==> src/design/mmpb_pkg.sv <==
`default_nettype none
// ----------------------------------------------------------------------------
// mmpb_pkg
// Shared types, constants and helpers of the min/max peak builder.
// ----------------------------------------------------------------------------
package mmpb_pkg;

   localparam int LEVEL_COUNT  = 4;
   localparam int MAX_CHANNELS = 2;
   localparam int SAMPLE_BITS  = 24;
   localparam int COUNT_BITS   = 17;
   localparam int INDEX_BITS   = 32;
   localparam int LEVEL_BITS   = 2;
   localparam int QUEUE_DEPTH  = 4;
   localparam int QPTR_BITS    = $clog2(QUEUE_DEPTH);
   localparam int ADDR_BITS    = 5;
   localparam int DATA_BITS    = 32;

   localparam logic [COUNT_BITS-1:0] COUNT_LIMIT = COUNT_BITS'(65536);

   // register indexes
   localparam logic [2:0] REG_NUM_CHANNELS = 3'd0;
   localparam logic [2:0] REG_FINE_STRIDE  = 3'd1;
   localparam logic [2:0] REG_RATIO_LEVEL1 = 3'd2;
   localparam logic [2:0] REG_RATIO_LEVEL2 = 3'd3;
   localparam logic [2:0] REG_RATIO_LEVEL3 = 3'd4;

   typedef logic signed [SAMPLE_BITS-1:0] sample_type;

   typedef struct packed {
      sample_type sample_ch0;
      sample_type sample_ch1;
      logic       end_of_stream;
   } req_type;

   typedef struct packed {
      logic [LEVEL_BITS-1:0] level;
      logic [INDEX_BITS-1:0] peak_index;
      sample_type            min_ch0;
      sample_type            max_ch0;
      sample_type            min_ch1;
      sample_type            max_ch1;
      logic                  last_of_run;
   } rsp_type;

   typedef struct packed {
      logic [1:0]                                 num_channels;
      logic [COUNT_BITS-1:0]                      fine_stride;
      logic [LEVEL_COUNT-2:0][COUNT_BITS-1:0]     ratio;
   } cfg_type;

   typedef struct packed {
      logic [INDEX_BITS-1:0] peak_index;
      sample_type            min_ch0;
      sample_type            max_ch0;
      sample_type            min_ch1;
      sample_type            max_ch1;
   } peak_type;

   typedef struct packed {
      logic [LEVEL_COUNT-1:0]           mask;
      peak_type [LEVEL_COUNT-1:0]       peaks;
   } burst_type;

   // zero acts as one, oversized values clamp to the limit
   function automatic logic [COUNT_BITS-1:0] eff_count(input logic [COUNT_BITS-1:0] v);
      logic [COUNT_BITS-1:0] r;
      if (v == '0) begin
         r = COUNT_BITS'(1);
      end else if (v > COUNT_LIMIT) begin
         r = COUNT_LIMIT;
      end else begin
         r = v;
      end
      return r;
   endfunction

endpackage
`default_nettype wire

==> src/design/multilevel_min_max_peak_builder_core.sv <==
`default_nettype none
// ----------------------------------------------------------------------------
// multilevel_min_max_peak_builder_core
// Min/max waveform peak builder over four decimation levels.
//
// Requests are audio frames pushed on req_data while full is low. Each frame
// updates the level-0 running min/max; every fine_stride frames (or on
// end_of_stream) a level-0 peak closes and is folded into levels 1 to 3,
// which close after their configured ratio. Results pop from rsp_data while
// empty is low, in increasing level order, last_of_run marking the final
// result of a frame.
// One frame is taken per cycle while full is low. A frame that closes peaks
// pushes one burst into the queue; results leave the output register at one
// per cycle while the receiver pops, so a frame closing k levels holds a queue
// slot until its k results are loaded. The four-entry burst queue absorbs
// bursts; when it fills while the receiver stalls, full rises and intake waits.
// Reset clears all counters, running extremes and queues and loads the
// register defaults; no clearing pass is needed. The APB registers
// (num_channels, fine_stride, ratio_level1..3 at 4*i) must be written by the
// user only while the block is idle; the block itself does not enforce this.
// ----------------------------------------------------------------------------
module multilevel_min_max_peak_builder_core (
   input  wire logic                                clock,
   input  wire logic                                reset,
   input  wire logic                                push,
   output logic                                     full,
   input  wire mmpb_pkg::req_type                   req_data,
   output logic                                     empty,
   input  wire logic                                pop,
   output mmpb_pkg::rsp_type                        rsp_data,
   input  wire logic                                psel,
   input  wire logic                                penable,
   input  wire logic                                pwrite,
   input  wire logic [mmpb_pkg::ADDR_BITS-1:0]      paddr,
   input  wire logic [mmpb_pkg::DATA_BITS-1:0]      pwdata,
   output logic [mmpb_pkg::DATA_BITS-1:0]           prdata,
   output logic                                     pready
);

   localparam int CB = mmpb_pkg::COUNT_BITS;
   localparam int DB = mmpb_pkg::DATA_BITS;

   mmpb_pkg::cfg_type    cfg_ff, cfg_in;
   mmpb_pkg::burst_type  burst;
   mmpb_pkg::burst_type  head;
   logic                 burst_push;
   logic                 head_empty;
   logic                 head_pop;
   logic                 accept;
   logic                 wr_en;
   logic [2:0]           reg_idx;

   always_comb begin
      pready  = 1'b1;
      reg_idx = paddr[4:2];
      wr_en   = psel && penable && pwrite && pready;
      cfg_in  = cfg_ff;
      if (wr_en) begin
         unique case (reg_idx)
            mmpb_pkg::REG_NUM_CHANNELS: cfg_in.num_channels = pwdata[1:0];
            mmpb_pkg::REG_FINE_STRIDE:  cfg_in.fine_stride  = pwdata[CB-1:0];
            mmpb_pkg::REG_RATIO_LEVEL1: cfg_in.ratio[0]     = pwdata[CB-1:0];
            mmpb_pkg::REG_RATIO_LEVEL2: cfg_in.ratio[1]     = pwdata[CB-1:0];
            mmpb_pkg::REG_RATIO_LEVEL3: cfg_in.ratio[2]     = pwdata[CB-1:0];
            default: ;
         endcase
      end
      unique case (reg_idx)
         mmpb_pkg::REG_NUM_CHANNELS: prdata = DB'(cfg_ff.num_channels);
         mmpb_pkg::REG_FINE_STRIDE:  prdata = DB'(cfg_ff.fine_stride);
         mmpb_pkg::REG_RATIO_LEVEL1: prdata = DB'(cfg_ff.ratio[0]);
         mmpb_pkg::REG_RATIO_LEVEL2: prdata = DB'(cfg_ff.ratio[1]);
         mmpb_pkg::REG_RATIO_LEVEL3: prdata = DB'(cfg_ff.ratio[2]);
         default:                    prdata = '0;
      endcase
      accept = push && !full;
   end

   always_ff @(posedge clock) begin
      if (reset) begin
         cfg_ff.num_channels <= 2'd2;
         cfg_ff.fine_stride  <= CB'(256);
         cfg_ff.ratio[0]     <= CB'(4);
         cfg_ff.ratio[1]     <= CB'(16);
         cfg_ff.ratio[2]     <= CB'(64);
      end else begin
         cfg_ff <= cfg_in;
      end
   end

   mmpb_front u_front (
      .clock      (clock),
      .reset      (reset),
      .cfg        (cfg_ff),
      .accept     (accept),
      .req        (req_data),
      .burst_push (burst_push),
      .burst      (burst)
   );

   mmpb_queue u_queue (
      .clock     (clock),
      .reset     (reset),
      .push      (burst_push),
      .push_data (burst),
      .pop       (head_pop),
      .full      (full),
      .empty     (head_empty),
      .head      (head)
   );

   mmpb_back u_back (
      .clock      (clock),
      .reset      (reset),
      .head_empty (head_empty),
      .head       (head),
      .head_pop   (head_pop),
      .pop        (pop),
      .empty      (empty),
      .rsp_data   (rsp_data)
   );

endmodule
`default_nettype wire

==> src/design/mmpb_front.sv <==
`default_nettype none
// ----------------------------------------------------------------------------
// mmpb_front
// Frame intake: level-0 running extremes, folding into coarser levels and
// peak closing decisions. Each frame that closes a peak yields one burst.
// ----------------------------------------------------------------------------
module mmpb_front (
   input  wire logic                clock,
   input  wire logic                reset,
   input  wire mmpb_pkg::cfg_type   cfg,
   input  wire logic                accept,
   input  wire mmpb_pkg::req_type   req,
   output logic                     burst_push,
   output mmpb_pkg::burst_type      burst
);

   localparam int NL = mmpb_pkg::LEVEL_COUNT;
   localparam int NC = mmpb_pkg::MAX_CHANNELS;
   localparam int CB = mmpb_pkg::COUNT_BITS;

   logic [CB-1:0]                      frame_count_ff, frame_count_in;
   logic [CB-1:0]                      group_count_ff [1:NL-1];
   logic [CB-1:0]                      group_count_in [1:NL-1];
   mmpb_pkg::sample_type               run_min_ff [NL][NC];
   mmpb_pkg::sample_type               run_max_ff [NL][NC];
   mmpb_pkg::sample_type               run_min_in [NL][NC];
   mmpb_pkg::sample_type               run_max_in [NL][NC];
   logic [mmpb_pkg::INDEX_BITS-1:0]    peak_count_ff [NL];
   logic [mmpb_pkg::INDEX_BITS-1:0]    peak_count_in [NL];

   mmpb_pkg::sample_type  smp [NC];
   logic                  two_ch;
   logic                  act [NC];
   logic [CB-1:0]         fc_inc;
   logic [CB-1:0]         gc_inc;
   logic [NL-1:0]         close;

   always_comb begin
      smp[0]        = req.sample_ch0;
      smp[NC-1]     = req.sample_ch1;
      two_ch        = (cfg.num_channels >= 2'd2) && (NC >= 2);
      for (int c = 0; c < NC; c++) begin
         act[c] = (c == 0) || two_ch;
      end

      run_min_in = run_min_ff;
      run_max_in = run_max_ff;
      for (int c = 0; c < NC; c++) begin
         if (act[c] && (frame_count_ff == '0 || smp[c] < run_min_ff[0][c])) begin
            run_min_in[0][c] = smp[c];
         end
         if (act[c] && (frame_count_ff == '0 || smp[c] > run_max_ff[0][c])) begin
            run_max_in[0][c] = smp[c];
         end
      end

      fc_inc   = (frame_count_ff < mmpb_pkg::COUNT_LIMIT) ? frame_count_ff + CB'(1)
                                                          : frame_count_ff;
      close    = '0;
      close[0] = (fc_inc >= mmpb_pkg::eff_count(cfg.fine_stride)) || req.end_of_stream;
      frame_count_in = close[0] ? '0 : fc_inc;

      for (int l = 1; l < NL; l++) begin
         group_count_in[l] = group_count_ff[l];
         gc_inc = (group_count_ff[l] < mmpb_pkg::COUNT_LIMIT)
                  ? group_count_ff[l] + CB'(1) : group_count_ff[l];
         if (close[0]) begin
            for (int c = 0; c < NC; c++) begin
               if (act[c] && (group_count_ff[l] == '0 ||
                              run_min_in[0][c] < run_min_ff[l][c])) begin
                  run_min_in[l][c] = run_min_in[0][c];
               end
               if (act[c] && (group_count_ff[l] == '0 ||
                              run_max_in[0][c] > run_max_ff[l][c])) begin
                  run_max_in[l][c] = run_max_in[0][c];
               end
            end
            close[l] = (gc_inc >= mmpb_pkg::eff_count(cfg.ratio[l-1])) ||
                       req.end_of_stream;
            group_count_in[l] = close[l] ? '0 : gc_inc;
         end
      end

      burst.mask = close;
      for (int l = 0; l < NL; l++) begin
         burst.peaks[l].peak_index = peak_count_ff[l];
         burst.peaks[l].min_ch0    = run_min_in[l][0];
         burst.peaks[l].max_ch0    = run_max_in[l][0];
         burst.peaks[l].min_ch1    = two_ch ? run_min_in[l][NC-1] : '0;
         burst.peaks[l].max_ch1    = two_ch ? run_max_in[l][NC-1] : '0;
         if (req.end_of_stream) begin
            peak_count_in[l] = '0;
         end else if (close[l]) begin
            peak_count_in[l] = peak_count_ff[l] + mmpb_pkg::INDEX_BITS'(1);
         end else begin
            peak_count_in[l] = peak_count_ff[l];
         end
      end
      burst_push = accept && close[0];
   end

   always_ff @(posedge clock) begin
      if (reset) begin
         frame_count_ff <= '0;
         for (int l = 1; l < NL; l++) begin
            group_count_ff[l] <= '0;
         end
         for (int l = 0; l < NL; l++) begin
            peak_count_ff[l] <= '0;
            for (int c = 0; c < NC; c++) begin
               run_min_ff[l][c] <= '0;
               run_max_ff[l][c] <= '0;
            end
         end
      end else if (accept) begin
         frame_count_ff <= frame_count_in;
         group_count_ff <= group_count_in;
         peak_count_ff  <= peak_count_in;
         run_min_ff     <= run_min_in;
         run_max_ff     <= run_max_in;
      end
   end

endmodule
`default_nettype wire

==> src/design/mmpb_queue.sv <==
`default_nettype none
// ----------------------------------------------------------------------------
// mmpb_queue
// Short burst queue between frame intake and result serializer.
// ----------------------------------------------------------------------------
module mmpb_queue (
   input  wire logic                 clock,
   input  wire logic                 reset,
   input  wire logic                 push,
   input  wire mmpb_pkg::burst_type  push_data,
   input  wire logic                 pop,
   output logic                      full,
   output logic                      empty,
   output mmpb_pkg::burst_type       head
);

   localparam int PB = mmpb_pkg::QPTR_BITS;

   mmpb_pkg::burst_type  mem_ff [mmpb_pkg::QUEUE_DEPTH];
   logic [PB-1:0]        wr_ptr_ff, wr_ptr_in;
   logic [PB-1:0]        rd_ptr_ff, rd_ptr_in;
   logic [PB:0]          count_ff, count_in;
   logic                 do_push, do_pop;

   always_comb begin
      full      = (count_ff == (PB+1)'(mmpb_pkg::QUEUE_DEPTH));
      empty     = (count_ff == '0);
      head      = mem_ff[rd_ptr_ff];
      do_push   = push && !full;
      do_pop    = pop && !empty;
      wr_ptr_in = do_push ? wr_ptr_ff + PB'(1) : wr_ptr_ff;
      rd_ptr_in = do_pop ? rd_ptr_ff + PB'(1) : rd_ptr_ff;
      count_in  = count_ff + (PB+1)'(do_push) - (PB+1)'(do_pop);
   end

   always_ff @(posedge clock) begin
      if (reset) begin
         wr_ptr_ff <= '0;
         rd_ptr_ff <= '0;
         count_ff  <= '0;
      end else begin
         wr_ptr_ff <= wr_ptr_in;
         rd_ptr_ff <= rd_ptr_in;
         count_ff  <= count_in;
      end
   end

   always_ff @(posedge clock) begin
      if (do_push) begin
         mem_ff[wr_ptr_ff] <= push_data;
      end
   end

endmodule
`default_nettype wire

==> src/design/mmpb_back.sv <==
`default_nettype none
// ----------------------------------------------------------------------------
// mmpb_back
// Result serializer: walks the levels of the head burst in increasing order
// and feeds one result per cycle into the free or popped output register.
// ----------------------------------------------------------------------------
module mmpb_back (
   input  wire logic                 clock,
   input  wire logic                 reset,
   input  wire logic                 head_empty,
   input  wire mmpb_pkg::burst_type  head,
   output logic                      head_pop,
   input  wire logic                 pop,
   output logic                      empty,
   output mmpb_pkg::rsp_type         rsp_data
);

   localparam int NL = mmpb_pkg::LEVEL_COUNT;

   logic [NL-1:0]                     done_ff, done_in;
   logic                              out_valid_ff, out_valid_in;
   mmpb_pkg::rsp_type                 out_ff, out_in;
   logic [NL-1:0]                     rem;
   logic [NL-1:0]                     sel_bit;
   logic [mmpb_pkg::LEVEL_BITS-1:0]   sel;
   logic                              load;
   logic                              last;

   always_comb begin
      rem     = head.mask & ~done_ff;
      sel     = '0;
      sel_bit = '0;
      for (int l = NL-1; l >= 0; l--) begin
         if (rem[l]) begin
            sel     = mmpb_pkg::LEVEL_BITS'(l);
            sel_bit = NL'(1) << l;
         end
      end
      last     = ((rem & ~sel_bit) == '0);
      load     = !head_empty && (!out_valid_ff || pop);
      head_pop = load && last;

      done_in = done_ff;
      if (load) begin
         done_in = last ? '0 : (done_ff | sel_bit);
      end

      out_valid_in = load ? 1'b1 : (pop ? 1'b0 : out_valid_ff);
      out_in             = out_ff;
      if (load) begin
         out_in.level       = sel;
         out_in.peak_index  = head.peaks[sel].peak_index;
         out_in.min_ch0     = head.peaks[sel].min_ch0;
         out_in.max_ch0     = head.peaks[sel].max_ch0;
         out_in.min_ch1     = head.peaks[sel].min_ch1;
         out_in.max_ch1     = head.peaks[sel].max_ch1;
         out_in.last_of_run = last;
      end

      empty    = !out_valid_ff;
      rsp_data = out_ff;
   end

   always_ff @(posedge clock) begin
      if (reset) begin
         done_ff      <= '0;
         out_valid_ff <= 1'b0;
      end else begin
         done_ff      <= done_in;
         out_valid_ff <= out_valid_in;
      end
   end

   always_ff @(posedge clock) begin
      out_ff <= out_in;
   end

   // every burst carries a level-0 peak
   a_level0_present: assert property (@(posedge clock) disable iff (reset)
      !head_empty |-> head.mask[0])
      else $error("burst without level-0 peak");

   // progress marks stay within the head burst
   a_done_subset: assert property (@(posedge clock) disable iff (reset)
      head_empty ? (done_ff == '0) : ((done_ff & ~head.mask) == '0))
      else $error("serializer progress outside head burst");

   // a non-final result is followed at once by a higher level of the same frame
   a_run_continues: assert property (@(posedge clock) disable iff (reset)
      out_valid_ff && pop && !out_ff.last_of_run |=>
         out_valid_ff && (out_ff.level > $past(out_ff.level)))
      else $error("run of results broken");

endmodule
`default_nettype wire

==> config.mk <==
export PLATFORM = sky130hd
export DESIGN_NAME = multilevel_min_max_peak_builder_core
export DESIGN_NICKNAME = d
export VERILOG_FILES = /design/src/design/mmpb_pkg.sv /design/src/design/multilevel_min_max_peak_builder_core.sv /design/src/design/mmpb_front.sv /design/src/design/mmpb_queue.sv /design/src/design/mmpb_back.sv
export SDC_FILE = /design/constraint.sdc
export NUM_CORES = 2
export LEC_CHECK = 0
export ABC_AREA = 1
export BUFFER_PORTS_ARGS = -buffer_cell sky130_fd_sc_hd__buf_2
export CAP_MARGIN = 15
export CORE_MARGIN = 2
export CORE_UTILIZATION = 49
export DETAILED_ROUTE_END_ITERATION = 12
export HOLD_SLACK_MARGIN = 0.15
export MAX_ROUTING_LAYER = met4
export PLACE_DENSITY = 0.66
export SLEW_MARGIN = 20
export SYNTH_ARGS = -nofsm -noshare
export SYNTH_HDL_FRONTEND = slang
export SYNTH_SLANG_ARGS = --single-unit
==> constraint.sdc <==
create_clock -name clock -period 94.7 [get_ports clock]
set_clock_uncertainty 0.15 [all_clocks]
set_input_delay 18.94 -clock clock [delete_from_list [all_inputs] [get_ports clock]]
set_output_delay 18.94 -clock clock [all_outputs]
set_load 0.05 [all_outputs]
=== Word-level counts from Yosys, hierarchy flattened ===
Memory sizes are Yosys's and may differ from the RTL's. A register that Yosys moved wholly into a read port is not among the register bits.
Cells that the tools add are included.
W data, S select, Z words.

* Bits in registers: 793
* Bits in writable memories: 2,064
* Input bits: 93
* Output and inout port bits: 166
* Word-level logic and storage cells: 238
* Memories kept: 1

{| class="wikitable"
|+ Memories
! memory !! words !! width !! read ports !! clocked after Yosys merged registers in !! write ports !! RTL line !! text
|-
| u_queue.mem_ff || 4 || 516 || 1 || 1 || 1 || mmpb_queue.sv:19 || <nowiki>mmpb_pkg::burst_type mem_ff [mmpb_pkg::QUEUE_DEPTH];</nowiki>
|}

* $add $sub $neg: 12
* Magnitude comparators: 30
* Equal/unequal tests: 5
* Muxes and demuxes: 78
* Bitwise gates (word level): 5
* Reductions and logical operators: 66

{| class="wikitable"
|+ Operators by type and width
! kind !! count
|-
| $mux W24 || 24
|-
| $mux W17 || 19
|-
| $mux W48 || 6
|-
| $bmux W128 S2 || 1
|-
| $mux W32 || 8
|-
| $gt A24 B24 Y1 || 8
|-
| $lt A24 B24 Y1 || 8
|-
| $logic_not A17 Y1 || 8
|-
| $add A32 B1 Y32 const B || 4
|-
| $mux W128 || 1
|-
| $pmux W17 S5 || 1
|-
| $add A17 B1 Y17 const B || 4
|-
| $ge A17 B17 Y1 || 4
|-
| $gt A17 B17 Y1 const B || 4
|-
| $lt A17 B17 Y1 const B || 4
|-
| $logic_or A1 B1 Y1 || 21
|-
| $mux W4 || 5
|-
| $reduce_and A2 Y1 || 10
|-
| $logic_and A1 B1 Y1 || 16
|-
| $mux W2 || 6
|-
| $reduce_bool A2 Y1 || 5
|-
| $and A4 B4 Y4 || 2
|-
| $not A4 Y4 || 2
|-
| $mux W1 || 7
|-
| 12 further kinds || 18
|}

=== Depth between registers and ports, before layout ===
* Depth in word-level cells: 13
* Mapped depth: 34
* Mapped depth without buffers: 31

=== Cells and area by module ===
A second synthesis with hierarchy kept.

* Cell total of the unflattened synthesis: 14,081
* Area total of the unflattened synthesis: 135,318.5 µm²

{| class="wikitable"
|+ By module, submodules not included
! module !! instances !! cells each !! area an instance (µm²)
|-
| mmpb_queue || 1 || 5,058 || 76,423.3
|-
| mmpb_front || 1 || 6,855 || 44,604.0
|-
| mmpb_back || 1 || 1,576 || 10,689.0
|-
| multilevel_min_max_peak_builder_core || 1 || 592 || 3,602.2
|}

=== Worst setup path before layout ===
Ideal clock, no wire load.

* Path kind: input-to-reg
* Start point: input port req_data[0] (netlist name)
* End point: memory u_queue.mem_ff[0][0] (netlist name), enable pin
* Library setup time: 1,406 ps
* Arrival time: 41,304 ps
* Setup slack: 51,840 ps
* Stages on the path: 7
* Path buffers: 3
* Cells stage by stage: clkbuf_1 nor2_8 nor2_8 inv_2 buf_2 buf_2 nor2_1

* Longest elaborated chain between the ends: 5

{| class="wikitable"
|+ Ends and longest elaborated chain
! element !! RTL line !! text
|-
| start: declaration || multilevel_min_max_peak_builder_core.sv:27 || <nowiki>input wire mmpb_pkg::req_type req_data,</nowiki>
|-
| $logic_or A1 B1 Y1 || mmpb_front.sv:60 || <nowiki>close[0] = (fc_inc >= mmpb_pkg::eff_count(cfg.fine_stride)) || req.end_of_stream;</nowiki>
|-
| $logic_and A1 B1 Y1 || mmpb_front.sv:99 || <nowiki>burst_push = accept && close[0];</nowiki>
|-
| $logic_and A1 B1 Y1 || mmpb_queue.sv:29 || <nowiki>do_push = push && !full;</nowiki>
|-
| $mux W1 || mmpb_queue.sv:49 || <nowiki>if (do_push) begin</nowiki>
|-
| $mux W1 (implied by the code) || mmpb_queue.sv:50 || <nowiki>mem_ff[wr_ptr_ff] <= push_data;</nowiki>
|-
| end: declaration || mmpb_queue.sv:19 ||
|}

Every way passes these cells.

=== Final worst setup path ===
* Start point: input port paddr[4] (netlist name)
* End point: output port prdata[3] (netlist name)

* Longest elaborated chain between the ends: 2

{| class="wikitable"
|+ Ends and longest elaborated chain
! element !! RTL line !! text
|-
| start: declaration || multilevel_min_max_peak_builder_core.sv:34 || <nowiki>input wire logic [mmpb_pkg::ADDR_BITS-1:0] paddr,</nowiki>
|-
| $eq A3 B3 Y1 (tied with other cells) || multilevel_min_max_peak_builder_core.sv:68 || <nowiki>unique case (reg_idx)</nowiki>
|-
| $pmux W17 S5 (*) || multilevel_min_max_peak_builder_core.sv:68 ||
|-
| end: declaration || multilevel_min_max_peak_builder_core.sv:36 || <nowiki>output logic [mmpb_pkg::DATA_BITS-1:0] prdata,</nowiki>
|}

Mark *: on every way between the ends. The rest lies on a longest branch, timed or not.

==> results.py <==
metrics = {
    "sta": {
        "fmax_mhz": 25.2,
        "setup_viol": 0,
        "period_share_pct": 42.0,
        "fin_tns_setup_ns": 0,
        "worst_pin_slew_ns": 1.14,
        "maxSlewHeadroom_pct": 23.6,
        "rsz0062_at_grt": "no",
        "min_period_ns": 39.75,
        "hold_viol": 0,
        "slew_viol_final": 0,
    },
    "job": {
        "maxCapViolations": 0,
    },
    "die": {
        "dieHeight_um": 519,
        "placementRows": 188,
        "ios": 259,
        "die_w_um": 519,
        "core_area_sq_um": 263000,
        "initial_core_util_pct": 49.4,
        "die_area_sq_um": 269000,
    },
    "grt": {
        "grt_pass1_wl_um": 541000,
        "grt_pass1_vias": 93400,
        "track_usage_pct": 26.3,
        "grt_max_degree": 191,
        "grt_antenna_before_repair": 36,
        "grt_overflow": 0,
    },
    "synthesis": {
        "ys_ff_latch": 2859,
        "seq_area_frac_synth_pct": 61.1,
        "async_flop_share_pct": 0,
        "ys.flop_type": "edfxtp_1",
        "synth.distinct_cells": 66,
        "netlist_instances": 12800,
        "synth.most_common_cell": "edfxtp_1",
        "synth.avg_cell_area_sq_um": 10.2,
        "synth_top_area_cell": "edfxtp_1",
        "synth_top_area_share_pct": 50.8,
        "yosysWarnings": 0,
        "syn-cell-area_sq_um": 130000,
        "synth_area_leaders": "edfxtp_1, dfxtp_1, nand2_1, o21ai_0, ha_1",
        "synth_commonest_cells": "edfxtp_1, nand2_1, nor2_1",
        "synth-edff-count": 2195,
    },
    "cts": {
        "clkSinkCount": 2859,
        "clk_pin_slew_worst_paths_ns": 0.06,
        "cts_inserted_buffers": 308,
        "post_cts_buffers": 0,
        "clk_path_buf_depth": 4,
        "ctsHoldBuffers": 0,
        "cts_tree": "built",
        "htree_levels": 5,
        "root_buffer": "clkbuf_16",
        "cts_resized": 0,
        "insertion_delay_ns": 0.87,
    },
    "placed_design": {
        "place_area_sq_um": 134000,
        "io_buffer_count": 225,
        "gp_congestion": 0.924,
        "dp_cells": 15900,
        "hpwl_um": 212000,
    },
    "power_and_ir_drop": {
        "ir_drop_v": 0.0000319,
        "powerDensity_nw_per_um2": 28.7,
        "leakage_nw": 54.5,
    },
    "setup_path": {
        "worst_setup_path_start_kind": "input pin",
        "r2r-end": "u_queue.mem_ff[0][278]",
        "r2r-start": "u_front.run_max_ff[163]",
        "r2r_cells": 25,
        "cp.arrival_ns": 20.66,
        "crit_required_ns": 75.61,
        "cp_max_fo": 18,
        "regToRegSetupSlack_ns": 86.71,
        "path_class": "input pin to output pin",
        "endpoint_kind": "output pin",
    },
    "detailed_routing": {
        "vias": 96500,
        "drcViolationCount": 0,
        "drtAntennaViolNets": 0,
        "drt_wl_total_um": 355000,
        "wl_per_cell_um": 21.5,
        "first_pass_iters": 8,
        "initialDrtViolationCount": 9240,
        "viasPerCell": 5.85,
    },
    "hold_path": {
        "min_from": "u_back.done_ff[3]",
        "worstHoldPathCells": 2,
        "min_to": "u_back.done_ff[3]",
        "hp-class": "register to register",
    },
    "layout": {
        "nets": 13300,
        "area_growth_syn_to_layout_pct": 11.0,
        "drive_above_1_share_pct": 7.55,
        "final_cell_area_sq_um": 144000,
        "instances_no_fill": 16500,
    },
    "status": {
        "status": "finished clean",
    },
}
state kept, by name, summed over array words and instances, names as in the netlist, named ones only:
name,cells
u_back.rsp_data,131
u_queue.count_ff,3
cfg_ff,70
u_front.group_count_ff,51
u_queue.mem_ff,2064
u_front.burst,128
u_front.run_min_ff,192
u_front.run_max_ff,192
u_front.frame_count_ff,17
u_queue.rd_ptr_ff,2
u_back.done_ff,4
u_back.out_valid_ff,1
u_queue.wr_ptr_ff,2
layer usage:
metal / vias to the layer above / routed length (um) / GRT usage [%]
met5: - / 0 / -
li1: 45100 / - / -
met1: 47300 / 153000 / 35.0
met4: 0 / 10600 / 8.19
met2: 3439 / 166000 / 41.7
met3: 643 / 24600 / 3.76
report_power, final:
group | internal, mW | leakage [nW] | switching [mW] | total [mW]
sequential | 1.56 | 26.0 | 0.0470 | 1.60
clock | 0.713 | 4.95 | 0.500 | 1.21
combinational | 0.322 | 23.5 | 0.989 | 1.31
total | 2.59 | 54.5 | 1.54 | 4.13
per-stage QoR:
stage / utilization, % / setup slack [ns] / total power, mW / hold slack [ns]
floorplan: - / 51.84 / 2.54 / 0.275
global placement: 50.9 / 54.98 / 2.89 / 0.288
detailed placement: 50.9 / 55.03 / 2.93 / 0.294
CTS: 54.8 / 55.03 / 4.14 / 0.304
global route: 54.8 / 54.79 / 4.33 / 0.340
finish: 54.8 / 54.95 / 4.13 / 0.309
cell type report:
type,count,area (sq um)
fillers,22300,119000
flip-flops and latches,2859,79200
multi-input cells,7967,43100
clock buffers,408,8470
inverters,1187,4490
well taps,3515,4400
repair buffers,382,2510
clock inverters,156,1710
diodes,27,67.6
worst max-delay path, cell delays in order:
cell	delay (ns)
buf_2	0.12
nor3_1	0.20
clkinv_1	0.54
o22ai_1	0.37
a221o_1	0.21
buf_2	0.28
logic make-up (layout without fill, tap and decap cells):
group | after synthesis | after routing | synth area share [%]
compound gates | 3234 | 3234 | 14.6
xor+xnor | 123 | 123 | 0.830
fa+ha+maj | 463 | 463 | 4.47
buf+inv | 1950 | 2133 | 5.82
flops | 2859 | 2859 | 61.1
other cells | 2 | 43 | 0.00579
simple gates | 4131 | 4131 | 13.2
layout by cell type (no fill, tap or decap), types with 65 or more instances in the layout:
master	n
xor2_1	83
nand2_1	1773
nand4_1	118
ha_1	462
buf_4	139
o22ai_1	274
clkbuf_1	69
nand3_1	523
a21oi_1	827
o21ai_1	65
o221ai_1	276
dfxtp_1	662
edfxtp_1	2195
nor2_1	1425
o21ai_0	1295
nor3_1	129
buf_2	224
o211ai_1	335
clkbuf_16	315
inv_1	1163
worst max-delay path by stage:
stage	startpoint	to	slack, ns	cells after the start
final	paddr[4]	prdata[3]	54.95	6
after global routing	paddr[3]	prdata[1]	54.79	8
after detailed placement	paddr[4]	prdata[0]	55.03	7
after CTS	paddr[4]	prdata[0]	55.03	7
after floorplan	req_data[0]	u_queue.mem_ff[0][0]	51.84	7
after global placement	paddr[3]	prdata[1]	54.98	8
Note: power is estimated with default switching activity, not from simulation.
